==> config.mk <==
export PLATFORM = sky130hd
export DESIGN_NAME = terminal_line_editor_flat
export DESIGN_NICKNAME = d
export VERILOG_FILES = /design/src/hdl/tle_pkg.sv /design/src/hdl/tle_if.sv /design/src/hdl/tle_ram.sv /design/src/hdl/tle_ctrl.sv /design/src/hdl/tle_dp.sv /design/src/hdl/terminal_line_editor.sv /design/src/flat_wrapper.sv
export VERILOG_INCLUDE_DIRS = /design/src /design/src/hdl
export SDC_FILE = /design/constraint.sdc
export NUM_CORES = 1
export LEC_CHECK = 0
export BUFFER_PORTS_ARGS = -buffer_cell sky130_fd_sc_hd__buf_2
export CORE_MARGIN = 1.5
export CORE_UTILIZATION = 45
export CTS_CLUSTER_DIAMETER = 40
export DETAILED_ROUTE_END_ITERATION = 8
export SYNTH_ARGS = -nofsm -noshare
export SYNTH_HDL_FRONTEND = slang
export SYNTH_SLANG_ARGS = --single-unit
==> constraint.sdc <==
create_clock -name i_clk -period 4.9 [get_ports i_clk]
set_input_delay 0.98 -clock i_clk [delete_from_list [all_inputs] [get_ports i_clk]]
set_output_delay 0.98 -clock i_clk [all_outputs]
set_load 0.05 [all_outputs]
==> src/hdl/terminal_line_editor_assert.svh <==
// Assertion macros for the terminal line editor.
// Used by the top level; depends on nothing else.
`ifndef TERMINAL_LINE_EDITOR_ASSERT_SVH
`define TERMINAL_LINE_EDITOR_ASSERT_SVH

// Same-cycle implication, checked outside reset.
`define TLE_ASSERT_IMPL(label, clk, rst_n, ante, cons, msg) \
    label: assert property (@(posedge clk) disable iff (!rst_n) (ante) |-> (cons)) \
        else $error(msg);

// Next-cycle implication, checked outside reset.
`define TLE_ASSERT_NEXT(label, clk, rst_n, ante, cons, msg) \
    label: assert property (@(posedge clk) disable iff (!rst_n) (ante) |=> (cons)) \
        else $error(msg);

`endif

==> src/hdl/tle_pkg.sv <==
// Shared constants, codes and control structures of the terminal line editor.
// Depends on nothing; used by the controller, datapath and top level.
package tle_pkg;

    localparam int LINE_DEPTH_DEF = 32;
    localparam int POS_W          = 6;
    localparam int BYTE_W         = 8;
    localparam int CH_W           = 2;

    localparam logic [POS_W-1:0] LIMIT_RESET = 6'd32;

    typedef logic [CH_W-1:0] t_chan;
    localparam t_chan CH_ECHO = 2'd0;
    localparam t_chan CH_LINE = 2'd1;
    localparam t_chan CH_END  = 2'd2;

    localparam logic [BYTE_W-1:0] C_CR  = 8'h0D;
    localparam logic [BYTE_W-1:0] C_LF  = 8'h0A;
    localparam logic [BYTE_W-1:0] C_BS  = 8'h08;
    localparam logic [BYTE_W-1:0] C_ESC = 8'h1B;
    localparam logic [BYTE_W-1:0] C_DEL = 8'h7F;
    localparam logic [BYTE_W-1:0] C_LBR = 8'h5B;
    localparam logic [BYTE_W-1:0] C_ONE = 8'h31;
    localparam logic [BYTE_W-1:0] C_P   = 8'h50;
    localparam logic [BYTE_W-1:0] C_BEL = 8'h07;

    typedef enum logic [1:0] {
        SEL_BYTE,
        SEL_CONST,
        SEL_LINE,
        SEL_LEN
    } t_sel;

    typedef struct packed {
        logic              load_byte;
        logic              store;
        logic              dec;
        logic              clr;
        logic              idx_clr;
        logic              idx_inc;
        logic              emit;
        t_sel              sel;
        logic [BYTE_W-1:0] konst;
        t_chan             chan;
        logic              last;
    } t_cmd;

    typedef struct packed {
        logic idle_tick;
        logic is_cr;
        logic is_esc;
        logic is_del;
        logic is_lbr;
        logic cur_zero;
        logic room;
        logic idx_last;
        logic slot_free;
    } t_stat;

endpackage

==> src/hdl/tle_if.sv <==
// Valid/ready channel interfaces for the input and result beats.
// Depends on nothing.
interface tle_in_if;
    logic       valid;
    logic       ready;
    logic       action;
    logic [7:0] rx_byte;

    modport source (output valid, action, rx_byte, input ready);
    modport sink   (input valid, action, rx_byte, output ready);
endinterface

interface tle_out_if;
    logic       valid;
    logic       ready;
    logic [1:0] channel;
    logic [7:0] data;
    logic       last;

    modport source (output valid, channel, data, last, input ready);
    modport sink   (input valid, channel, data, last, output ready);
endinterface

==> src/hdl/tle_ram.sv <==
// Generic single-write, single-read RAM with a registered read port.
// Depends on nothing.
module tle_ram #(
    parameter int WIDTH = 8,
    parameter int DEPTH = 32
) (
    input  logic                     i_clk,
    input  logic                     i_we,
    input  logic [$clog2(DEPTH)-1:0] i_waddr,
    input  logic [WIDTH-1:0]         i_wdata,
    input  logic [$clog2(DEPTH)-1:0] i_raddr,
    output logic [WIDTH-1:0]         o_rdata
);

    logic [WIDTH-1:0] r_mem [DEPTH];
    logic [WIDTH-1:0] r_rdata;

    always_ff @(posedge i_clk) begin
        if (i_we) begin
            r_mem[i_waddr] <= i_wdata;
        end
        r_rdata <= r_mem[i_raddr];
    end

    assign o_rdata = r_rdata;

endmodule

==> src/hdl/tle_ctrl.sv <==
// Controller of the terminal line editor: escape parser and beat sequencer.
// Depends on tle_pkg; drives the datapath through t_cmd and reads t_stat.
module tle_ctrl
    import tle_pkg::*;
(
    input  logic  i_clk,
    input  logic  i_rst_n,
    input  logic  i_in_valid,
    output logic  o_in_ready,
    input  t_stat i_stat,
    output t_cmd  o_cmd
);

    typedef enum logic [11:0] {
        S_IDLE = 12'b0000_0000_0001,
        S_ECHO = 12'b0000_0000_0010,
        S_BEL  = 12'b0000_0000_0100,
        S_CR   = 12'b0000_0000_1000,
        S_LF   = 12'b0000_0001_0000,
        S_LINE = 12'b0000_0010_0000,
        S_END  = 12'b0000_0100_0000,
        S_BS   = 12'b0000_1000_0000,
        S_ESC  = 12'b0001_0000_0000,
        S_LBR  = 12'b0010_0000_0000,
        S_ONE  = 12'b0100_0000_0000,
        S_P    = 12'b1000_0000_0000
    } t_state;

    typedef enum logic [1:0] {
        MODE_TEXT,
        MODE_ESC,
        MODE_CSI
    } t_mode;

    t_state r_state, n_state;
    t_mode  r_mode, n_mode;
    t_cmd   w_cmd;
    logic   w_free;

    assign w_free     = i_stat.slot_free;
    assign o_in_ready = (r_state == S_IDLE);

    always_comb begin
        n_state   = r_state;
        n_mode    = r_mode;
        w_cmd     = '0;
        w_cmd.sel = SEL_CONST;
        unique case (r_state)
            S_IDLE: begin
                if (i_in_valid) begin
                    unique case (r_mode)
                        MODE_ESC: begin
                            if (i_stat.idle_tick) begin
                                n_state = S_BEL;
                                n_mode  = MODE_TEXT;
                            end else if (i_stat.is_lbr) begin
                                n_mode = MODE_CSI;
                            end else begin
                                n_mode = MODE_TEXT;
                            end
                        end
                        MODE_CSI: begin
                            if (!i_stat.idle_tick) begin
                                n_mode = MODE_TEXT;
                            end
                        end
                        MODE_TEXT: begin
                            priority if (i_stat.idle_tick) begin
                                n_mode = MODE_TEXT;
                            end else if (i_stat.is_cr) begin
                                w_cmd.idx_clr = 1'b1;
                                n_state       = S_CR;
                            end else if (i_stat.is_esc) begin
                                n_mode = MODE_ESC;
                            end else if (i_stat.is_del) begin
                                if (!i_stat.cur_zero) begin
                                    w_cmd.dec = 1'b1;
                                    n_state   = S_BS;
                                end
                            end else if (i_stat.room) begin
                                w_cmd.store     = 1'b1;
                                w_cmd.load_byte = 1'b1;
                                n_state         = S_ECHO;
                            end
                        end
                        default: begin
                            n_mode = MODE_TEXT;
                        end
                    endcase
                end
            end
            S_ECHO: begin
                w_cmd.sel  = SEL_BYTE;
                w_cmd.chan = CH_ECHO;
                w_cmd.last = 1'b1;
                w_cmd.emit = w_free;
                if (w_free) begin
                    n_state = S_IDLE;
                end
            end
            S_BEL: begin
                w_cmd.konst = C_BEL;
                w_cmd.chan  = CH_ECHO;
                w_cmd.last  = 1'b1;
                w_cmd.emit  = w_free;
                if (w_free) begin
                    n_state = S_IDLE;
                end
            end
            S_CR: begin
                w_cmd.konst = C_CR;
                w_cmd.chan  = CH_ECHO;
                w_cmd.emit  = w_free;
                if (w_free) begin
                    n_state = S_LF;
                end
            end
            S_LF: begin
                w_cmd.konst = C_LF;
                w_cmd.chan  = CH_ECHO;
                w_cmd.emit  = w_free;
                if (w_free) begin
                    n_state = i_stat.cur_zero ? S_END : S_LINE;
                end
            end
            S_LINE: begin
                w_cmd.sel     = SEL_LINE;
                w_cmd.chan    = CH_LINE;
                w_cmd.emit    = w_free;
                w_cmd.idx_inc = w_free;
                if (w_free && i_stat.idx_last) begin
                    n_state = S_END;
                end
            end
            S_END: begin
                w_cmd.sel  = SEL_LEN;
                w_cmd.chan = CH_END;
                w_cmd.last = 1'b1;
                w_cmd.emit = w_free;
                w_cmd.clr  = w_free;
                if (w_free) begin
                    n_state = S_IDLE;
                end
            end
            S_BS: begin
                w_cmd.konst = C_BS;
                w_cmd.chan  = CH_ECHO;
                w_cmd.emit  = w_free;
                if (w_free) begin
                    n_state = S_ESC;
                end
            end
            S_ESC: begin
                w_cmd.konst = C_ESC;
                w_cmd.chan  = CH_ECHO;
                w_cmd.emit  = w_free;
                if (w_free) begin
                    n_state = S_LBR;
                end
            end
            S_LBR: begin
                w_cmd.konst = C_LBR;
                w_cmd.chan  = CH_ECHO;
                w_cmd.emit  = w_free;
                if (w_free) begin
                    n_state = S_ONE;
                end
            end
            S_ONE: begin
                w_cmd.konst = C_ONE;
                w_cmd.chan  = CH_ECHO;
                w_cmd.emit  = w_free;
                if (w_free) begin
                    n_state = S_P;
                end
            end
            S_P: begin
                w_cmd.konst = C_P;
                w_cmd.chan  = CH_ECHO;
                w_cmd.last  = 1'b1;
                w_cmd.emit  = w_free;
                if (w_free) begin
                    n_state = S_IDLE;
                end
            end
            default: begin
                n_state = S_IDLE;
            end
        endcase
    end

    assign o_cmd = w_cmd;

    always_ff @(posedge i_clk) begin
        if (!i_rst_n) begin
            r_state <= S_IDLE;
            r_mode  <= MODE_TEXT;
        end else begin
            r_state <= n_state;
            r_mode  <= n_mode;
        end
    end

endmodule

==> src/hdl/tle_dp.sv <==
// Datapath of the terminal line editor: limit register, cursor, line store,
// read index and output register. Depends on tle_pkg and tle_ram.
module tle_dp
    import tle_pkg::*;
#(
    parameter int LINE_DEPTH = LINE_DEPTH_DEF
) (
    input  logic              i_clk,
    input  logic              i_rst_n,
    input  logic              i_cfg_we,
    input  logic [POS_W-1:0]  i_cfg_wdata,
    input  logic              i_action,
    input  logic [BYTE_W-1:0] i_rx_byte,
    input  t_cmd              i_cmd,
    output t_stat             o_stat,
    output logic              o_out_valid,
    input  logic              i_out_ready,
    output t_chan             o_channel,
    output logic [BYTE_W-1:0] o_data,
    output logic              o_last
);

    localparam int AW = $clog2(LINE_DEPTH);
    localparam logic [POS_W-1:0] DEPTH_POS = POS_W'(LINE_DEPTH);

    logic [POS_W-1:0]  r_limit;
    logic [POS_W-1:0]  r_cursor, n_cursor;
    logic [POS_W-1:0]  r_idx, n_idx;
    logic [BYTE_W-1:0] r_byte;
    logic              r_out_valid;
    t_chan             r_channel;
    logic [BYTE_W-1:0] r_data, n_data;
    logic              r_last;
    logic [POS_W-1:0]  w_limit;
    logic [BYTE_W-1:0] w_rdata;

    always_comb begin
        priority if (r_limit < 6'd2) begin
            w_limit = 6'd2;
        end else if (r_limit > DEPTH_POS) begin
            w_limit = DEPTH_POS;
        end else begin
            w_limit = r_limit;
        end
    end

    assign o_stat.idle_tick = i_action;
    assign o_stat.is_cr     = (i_rx_byte == C_CR);
    assign o_stat.is_esc    = (i_rx_byte == C_ESC);
    assign o_stat.is_del    = (i_rx_byte == C_DEL);
    assign o_stat.is_lbr    = (i_rx_byte == C_LBR);
    assign o_stat.cur_zero  = (r_cursor == '0);
    assign o_stat.room      = (r_cursor < (w_limit - 6'd1));
    assign o_stat.idx_last  = ((r_idx + 6'd1) == r_cursor);
    assign o_stat.slot_free = !r_out_valid || i_out_ready;

    always_comb begin
        n_cursor = r_cursor;
        priority if (i_cmd.clr) begin
            n_cursor = '0;
        end else if (i_cmd.store) begin
            n_cursor = r_cursor + 6'd1;
        end else if (i_cmd.dec) begin
            n_cursor = r_cursor - 6'd1;
        end
    end

    always_comb begin
        n_idx = r_idx;
        priority if (i_cmd.idx_clr) begin
            n_idx = '0;
        end else if (i_cmd.idx_inc) begin
            n_idx = r_idx + 6'd1;
        end
    end

    always_comb begin
        unique case (i_cmd.sel)
            SEL_BYTE:  n_data = r_byte;
            SEL_CONST: n_data = i_cmd.konst;
            SEL_LINE:  n_data = w_rdata;
            SEL_LEN:   n_data = {{(BYTE_W-POS_W){1'b0}}, r_cursor};
            default:   n_data = i_cmd.konst;
        endcase
    end

    tle_ram #(
        .WIDTH (BYTE_W),
        .DEPTH (LINE_DEPTH)
    ) u_ram (
        .i_clk   (i_clk),
        .i_we    (i_cmd.store),
        .i_waddr (r_cursor[AW-1:0]),
        .i_wdata (i_rx_byte),
        .i_raddr (n_idx[AW-1:0]),
        .o_rdata (w_rdata)
    );

    always_ff @(posedge i_clk) begin
        if (!i_rst_n) begin
            r_limit     <= LIMIT_RESET;
            r_cursor    <= '0;
            r_idx       <= '0;
            r_out_valid <= 1'b0;
        end else begin
            if (i_cfg_we) begin
                r_limit <= i_cfg_wdata;
            end
            r_cursor <= n_cursor;
            r_idx    <= n_idx;
            if (i_cmd.emit) begin
                r_out_valid <= 1'b1;
            end else if (i_out_ready) begin
                r_out_valid <= 1'b0;
            end
        end
    end

    always_ff @(posedge i_clk) begin
        if (i_cmd.load_byte) begin
            r_byte <= i_rx_byte;
        end
        if (i_cmd.emit) begin
            r_channel <= i_cmd.chan;
            r_data    <= n_data;
            r_last    <= i_cmd.last;
        end
    end

    assign o_out_valid = r_out_valid;
    assign o_channel   = r_channel;
    assign o_data      = r_data;
    assign o_last      = r_last;

endmodule

==> src/hdl/terminal_line_editor.sv <==
// Terminal line editor. Input beats carry a console byte or an idle tick;
// result beats carry echo bytes, the finished line and a line-end length.
// The input channel is ready whenever the sequencer is idle. A beat that
// causes results moves the sequencer from idle to its first result state,
// which loads the output register; then one result per clock follows
// while the receiver takes them. Beats that cause no result are taken at
// one per clock. The line store is read at the next index every cycle,
// so a streamed line byte is ready as soon as the output register frees.
// When the receiver stalls, the output register holds its beat and the
// sequencer waits with it.
// The line limit register is written through i_cfg_we and i_cfg_wdata.
// A synchronous reset empties the line, clears the escape parser, sets
// the limit to 32 and drops any pending result; the store is not cleared.
module terminal_line_editor
    import tle_pkg::*;
#(
    parameter int LINE_DEPTH = LINE_DEPTH_DEF
) (
    input  logic             i_clk,
    input  logic             i_rst_n,
    tle_in_if.sink           i_in,
    tle_out_if.source        o_out,
    input  logic             i_cfg_we,
    input  logic [POS_W-1:0] i_cfg_wdata
);

    t_cmd  w_cmd;
    t_stat w_stat;

    tle_ctrl u_ctrl (
        .i_clk      (i_clk),
        .i_rst_n    (i_rst_n),
        .i_in_valid (i_in.valid),
        .o_in_ready (i_in.ready),
        .i_stat     (w_stat),
        .o_cmd      (w_cmd)
    );

    tle_dp #(
        .LINE_DEPTH (LINE_DEPTH)
    ) u_dp (
        .i_clk       (i_clk),
        .i_rst_n     (i_rst_n),
        .i_cfg_we    (i_cfg_we),
        .i_cfg_wdata (i_cfg_wdata),
        .i_action    (i_in.action),
        .i_rx_byte   (i_in.rx_byte),
        .i_cmd       (w_cmd),
        .o_stat      (w_stat),
        .o_out_valid (o_out.valid),
        .i_out_ready (o_out.ready),
        .o_channel   (o_out.channel),
        .o_data      (o_out.data),
        .o_last      (o_out.last)
    );

`include "terminal_line_editor_assert.svh"

    `TLE_ASSERT_IMPL(a_emit_free, i_clk, i_rst_n, w_cmd.emit, w_stat.slot_free, "beat issued into a full output register")
    `TLE_ASSERT_IMPL(a_store_room, i_clk, i_rst_n, w_cmd.store, w_stat.room, "character stored without room")
    `TLE_ASSERT_IMPL(a_end_last, i_clk, i_rst_n, o_out.valid && o_out.channel == CH_END, o_out.last, "line end beat without last")
    `TLE_ASSERT_NEXT(a_clr_idle, i_clk, i_rst_n, w_cmd.clr, i_in.ready, "sequencer busy after line end")

endmodule
==> src/flat_wrapper.sv <==
// flat-port wrapper written by rule: the top's interface ports become plain ports
module terminal_line_editor_flat import tle_pkg::*;
#(
    parameter int LINE_DEPTH = LINE_DEPTH_DEF
)
  (i_clk, i_rst_n, i_cfg_we, i_cfg_wdata, i_in_valid, i_in_action, i_in_rx_byte, i_in_ready, o_out_valid, o_out_channel, o_out_data, o_out_last, o_out_ready);
  tle_in_if i_in_i ();
  tle_out_if o_out_i ();
  input  logic i_clk;
  input  logic i_rst_n;
  input  logic i_cfg_we;
  input  logic [POS_W-1:0] i_cfg_wdata;
  input wire logic [$bits(i_in_i.valid)-1:0] i_in_valid;
  input wire logic [$bits(i_in_i.action)-1:0] i_in_action;
  input wire logic [$bits(i_in_i.rx_byte)-1:0] i_in_rx_byte;
  output wire logic [$bits(i_in_i.ready)-1:0] i_in_ready;
  output wire logic [$bits(o_out_i.valid)-1:0] o_out_valid;
  output wire logic [$bits(o_out_i.channel)-1:0] o_out_channel;
  output wire logic [$bits(o_out_i.data)-1:0] o_out_data;
  output wire logic [$bits(o_out_i.last)-1:0] o_out_last;
  input wire logic [$bits(o_out_i.ready)-1:0] o_out_ready;
  assign i_in_i.valid = i_in_valid;
  assign i_in_i.action = i_in_action;
  assign i_in_i.rx_byte = i_in_rx_byte;
  assign i_in_ready = i_in_i.ready;
  assign o_out_valid = o_out_i.valid;
  assign o_out_channel = o_out_i.channel;
  assign o_out_data = o_out_i.data;
  assign o_out_last = o_out_i.last;
  assign o_out_i.ready = o_out_ready;
  terminal_line_editor #(.LINE_DEPTH(LINE_DEPTH)) u_core (.i_clk(i_clk), .i_rst_n(i_rst_n), .i_in(i_in_i), .o_out(o_out_i), .i_cfg_we(i_cfg_we), .i_cfg_wdata(i_cfg_wdata));
endmodule
==> metrics.yaml <==
worstSetupPathType: "reg -> reg"
clkTransAtPathRegs_ns: 0.05
finalHoldViolCount: 0
post-cts-setup-buffers: 0
slowest_stage: "or4_1"
setup_tns_ns: 0
placed_cells: 1437
antennaDiodeCount: 0
io_buffers: 32
start_kind: "flip-flop"
power.leakage_nw: 5.471
critical_path.max_stage_delay_ns: 0.53
status: "finished clean"
die_y_um: 176.5
drt_iter0_drc: 690
tightest_slew_ns: 1.034
synth_flop_cell: "edfxtp_1"
grt_antenna_before_repair: 0
synth_compound_gate_area_share: 0.1352
synth-seq-area-share: 0.6703
reg2regPathDepth: 19
finalSetupViolations: 0
rrSetupSlack_ns: 0.66
synth-edff-count: 275
hold_buffers: 0
synthAdderAreaFrac: 0.01164
grt_max_degree: 36
ant_nets: 0
synth_area_per_cell_um2: 13.41
r2r-end: "u_core.u_dp.r_cursor[5]"
report.final.slew_viol_count: 0
irDropWorstVdd_mv: 0.2356
grt_util_all_layers: 0.2310
yosysMostFrequentCell: "edfxtp_1"
path_max_fanout: 6
synth_top_cell_by_area: "edfxtp_1"
grt_pass1_wl_um: 53330
syn-cell-area_um2: 13540
wl_per_cell_um: 23.52
synth-async-reset-ratio: 0
yosys.area_share.xor_xnor: 0.01487
clockRootBuffer: "clkbuf_16"
dpl.hpwl_um: 23660
cts_resized: 0
drt_drc_violations_left: 0
holdPathStages: 2
cts.sinks: 316
grt_pass1_vias: 8579
htree_levels: 2
r2r_start: "u_core.u_dp.r_limit[2]"
worstPathRequired_ns: 5.34
arrival_ns: 4.68
period_needed_ns: 4.243
cts_buffer_depth: 3
synthMuxAreaShare: 0.03557
finClkSkew_ns: 0.02553
yosys.area_share.simple: 0.1061
syn_inst: 1010
fp-row-count: 63
drive_above_1_share: 0.1689
overflow: 0
wirelength_um: 35490
cts_buffers: 41
ys_warn_count: 0
viasPerCell: 5.892
drtPass1Iterations: 5
synth_seq_cells: 316
clkLatencyLatePin_ns: 0.54
yosys-top-cells-area: "edfxtp_1 (61%), dfxtp_1 (6.1%), mux2i_1 (2.8%), nor2_1 (2.5%), a21oi_1 (2.3%)"
cts_tree: "built"
synth_commonest_cells: "edfxtp_1 (275), nor2_1 (89), nand2_1 (66)"
initial_core_util: 0.4570
core_area_um2: 29640
finalNetCount: 1122
synth_top_family_by_area: "compound AO/OA/AOI/OAI gates"
post-route-period-util: 0.8659
hp-class: "reg -> reg"
fmax_mhz: 235.7
pin_count: 33
die-area_um2: 31150
placed_area_um2: 14400
gp_congestion: 0.8478
relSlewSlack: 0.3110
hold_ws_ns: 0.5297
synth_top_cell_area_share: 0.6097
syn_to_final_growth_pct: 16.27
ys_types: 79
syn-num-nets: 1042
critPathCaptureType: "flip-flop"
hold_end: "u_core.u_dp.r_limit[0]"
fin_area_um2: 15750
vias: 8891
drv_cap: 0
rsz0062_at_grt: "false"
path_cells: "or4_1 -> nand2_1 -> ha_1 -> xnor2_1 -> ha_1 -> a21o_1 -> a211oi_1 -> o21ai_0 -> a21o_1 -> nor3_4 -> inv_1 -> ha_1 -> a21o_1 -> a21oi_1 -> o21bai_1 -> a21oi_1 -> mux2_1 -> nand2_1 -> nor3b_1"
die_x_um: 176.5
final_cells: 1509
holdCritStartpoint: "u_core.u_dp.r_limit[0]"
power.density_nw_per_um2: 429.8
-- worst max-delay path by stage --
stage	to	cells after the start	start	slack (ns)
floorplan	u_core.u_dp.r_cursor[5]	19	u_core.u_dp.r_limit[2]	0.68
global placement	u_core.u_dp.u_ram.o_rdata[3]	10	i_in_rx_byte[4]	0.68
detailed placement	u_core.u_dp.r_cursor[5]	15	i_in_rx_byte[3]	0.64
CTS	u_core.u_dp.r_cursor[5]	19	u_core.u_dp.r_limit[2]	0.63
global route	u_core.u_dp.r_cursor[5]	19	u_core.u_dp.r_limit[2]	0.26
finish	u_core.u_dp.r_cursor[5]	19	u_core.u_dp.r_limit[2]	0.66
-- power by group --
part	internal [W]	switching [W]	total, W
sequential	0.00302	0.0000987	0.00312
combinational	0.000257	0.000458	0.000715
clock	0.00181	0.00112	0.00294
total	0.00509	0.00168	0.00677
-- placed cells by master, fill, tap and decap left out, types with 9 or more instances in the layout --
master / Yosys / final
edfxtp_1: 275 / 275
nor2_1: 89 / 88
nand2_1: 66 / 66
buf_4: 3 / 64
a21oi_1: 62 / 62
clkbuf_16: 0 / 42
dfxtp_1: 41 / 41
mux2i_1: 38 / 38
buf_2: 30 / 32
o21ai_0: 27 / 26
nand3_1: 25 / 25
o221ai_1: 22 / 22
o22ai_1: 22 / 22
o22a_1: 21 / 21
a22oi_1: 20 / 20
a22o_1: 15 / 15
nor3_1: 13 / 13
xnor2_1: 12 / 12
inv_1: 12 / 12
xor2_1: 11 / 11
a221oi_1: 11 / 11
ha_1: 11 / 11
nand4_1: 9 / 9
and3_1: 9 / 9
a21boi_0: 9 / 9
-- registers in the layout, indices dropped and copies added (netlist names) --
register and flops:
u_core.u_ctrl.r_mode 2, u_core.u_ctrl.r_state 12, u_core.u_dp.o_channel 2, u_core.u_dp.o_data 8, u_core.u_dp.o_last 1, u_core.u_dp.o_out_valid 1, u_core.u_dp.r_byte 8, u_core.u_dp.r_cursor 6
u_core.u_dp.r_idx 6, u_core.u_dp.r_limit 6, u_core.u_dp.u_ram.o_rdata 8, u_core.u_dp.u_ram.r_mem 256
-- metrics by stage --
| stage | utilization | setup WS [ns] | power, W |
|---|---|---|---|
| finish | 0.5313 | 0.6569 | 0.006768 |
| global route | 0.5313 | 0.2633 | 0.006984 |
| CTS | 0.5313 | 0.6335 | 0.006804 |
| detailed placement | 0.4859 | 0.6443 | 0.003882 |
| global placement | 0.4859 | 0.6763 | 0.003877 |
| floorplan | - | 0.6781 | 0.003638 |
-- critical path: cells and delay by family, from the launching register on --
kind            cells  cell delay (ns)
simple gates        5             1.06
buf+inv             1             0.13
xor+xnor            1             0.16
mux                 1             0.35
compound gates      8             1.35
flops               1             0.34
fa+ha+maj           3             0.77
-- kinds of logic after synthesis --
| kind of cell | count (synthesis) |
|---|---|
| XOR/XNOR | 23 |
| flip-flops | 316 |
| AND/OR/NAND/NOR | 278 |
| other | 1 |
| multiplexers | 47 |
| buffers and inverters | 73 |
| adder cells (fa/ha/maj) | 12 |
| AO/OA/AOI/OAI | 260 |
-- final cells by class --
type | instances | area [um^2]
timing repair buffer | 97 | 660.6
clock buffer | 50 | 1101
inverter | 13 | 48.80
fill | 2512 | 13890
tap | 390 | 488.0
sequential | 316 | 9079
clock inverter | 22 | 244.0
multi-input combinational | 621 | 4126
-- layer usage --
| layer | up-vias | global-route usage | part of all wire | wire length [um] |
|---|---|---|---|---|
| li1 | 4119 | - | - | - |
| met1 | 4405 | 0.3208 | 0.45 | 15990 |
| met2 | 303 | 0.3699 | 0.46 | 16430 |
| met3 | 64 | 0.03854 | 0.061 | 2173 |
| met4 | 0 | 0.07592 | 0.025 | 903 |
| met5 | - | 0 | 0 | 0 |
No activity file was read; power rests on OpenSTA's default activity.
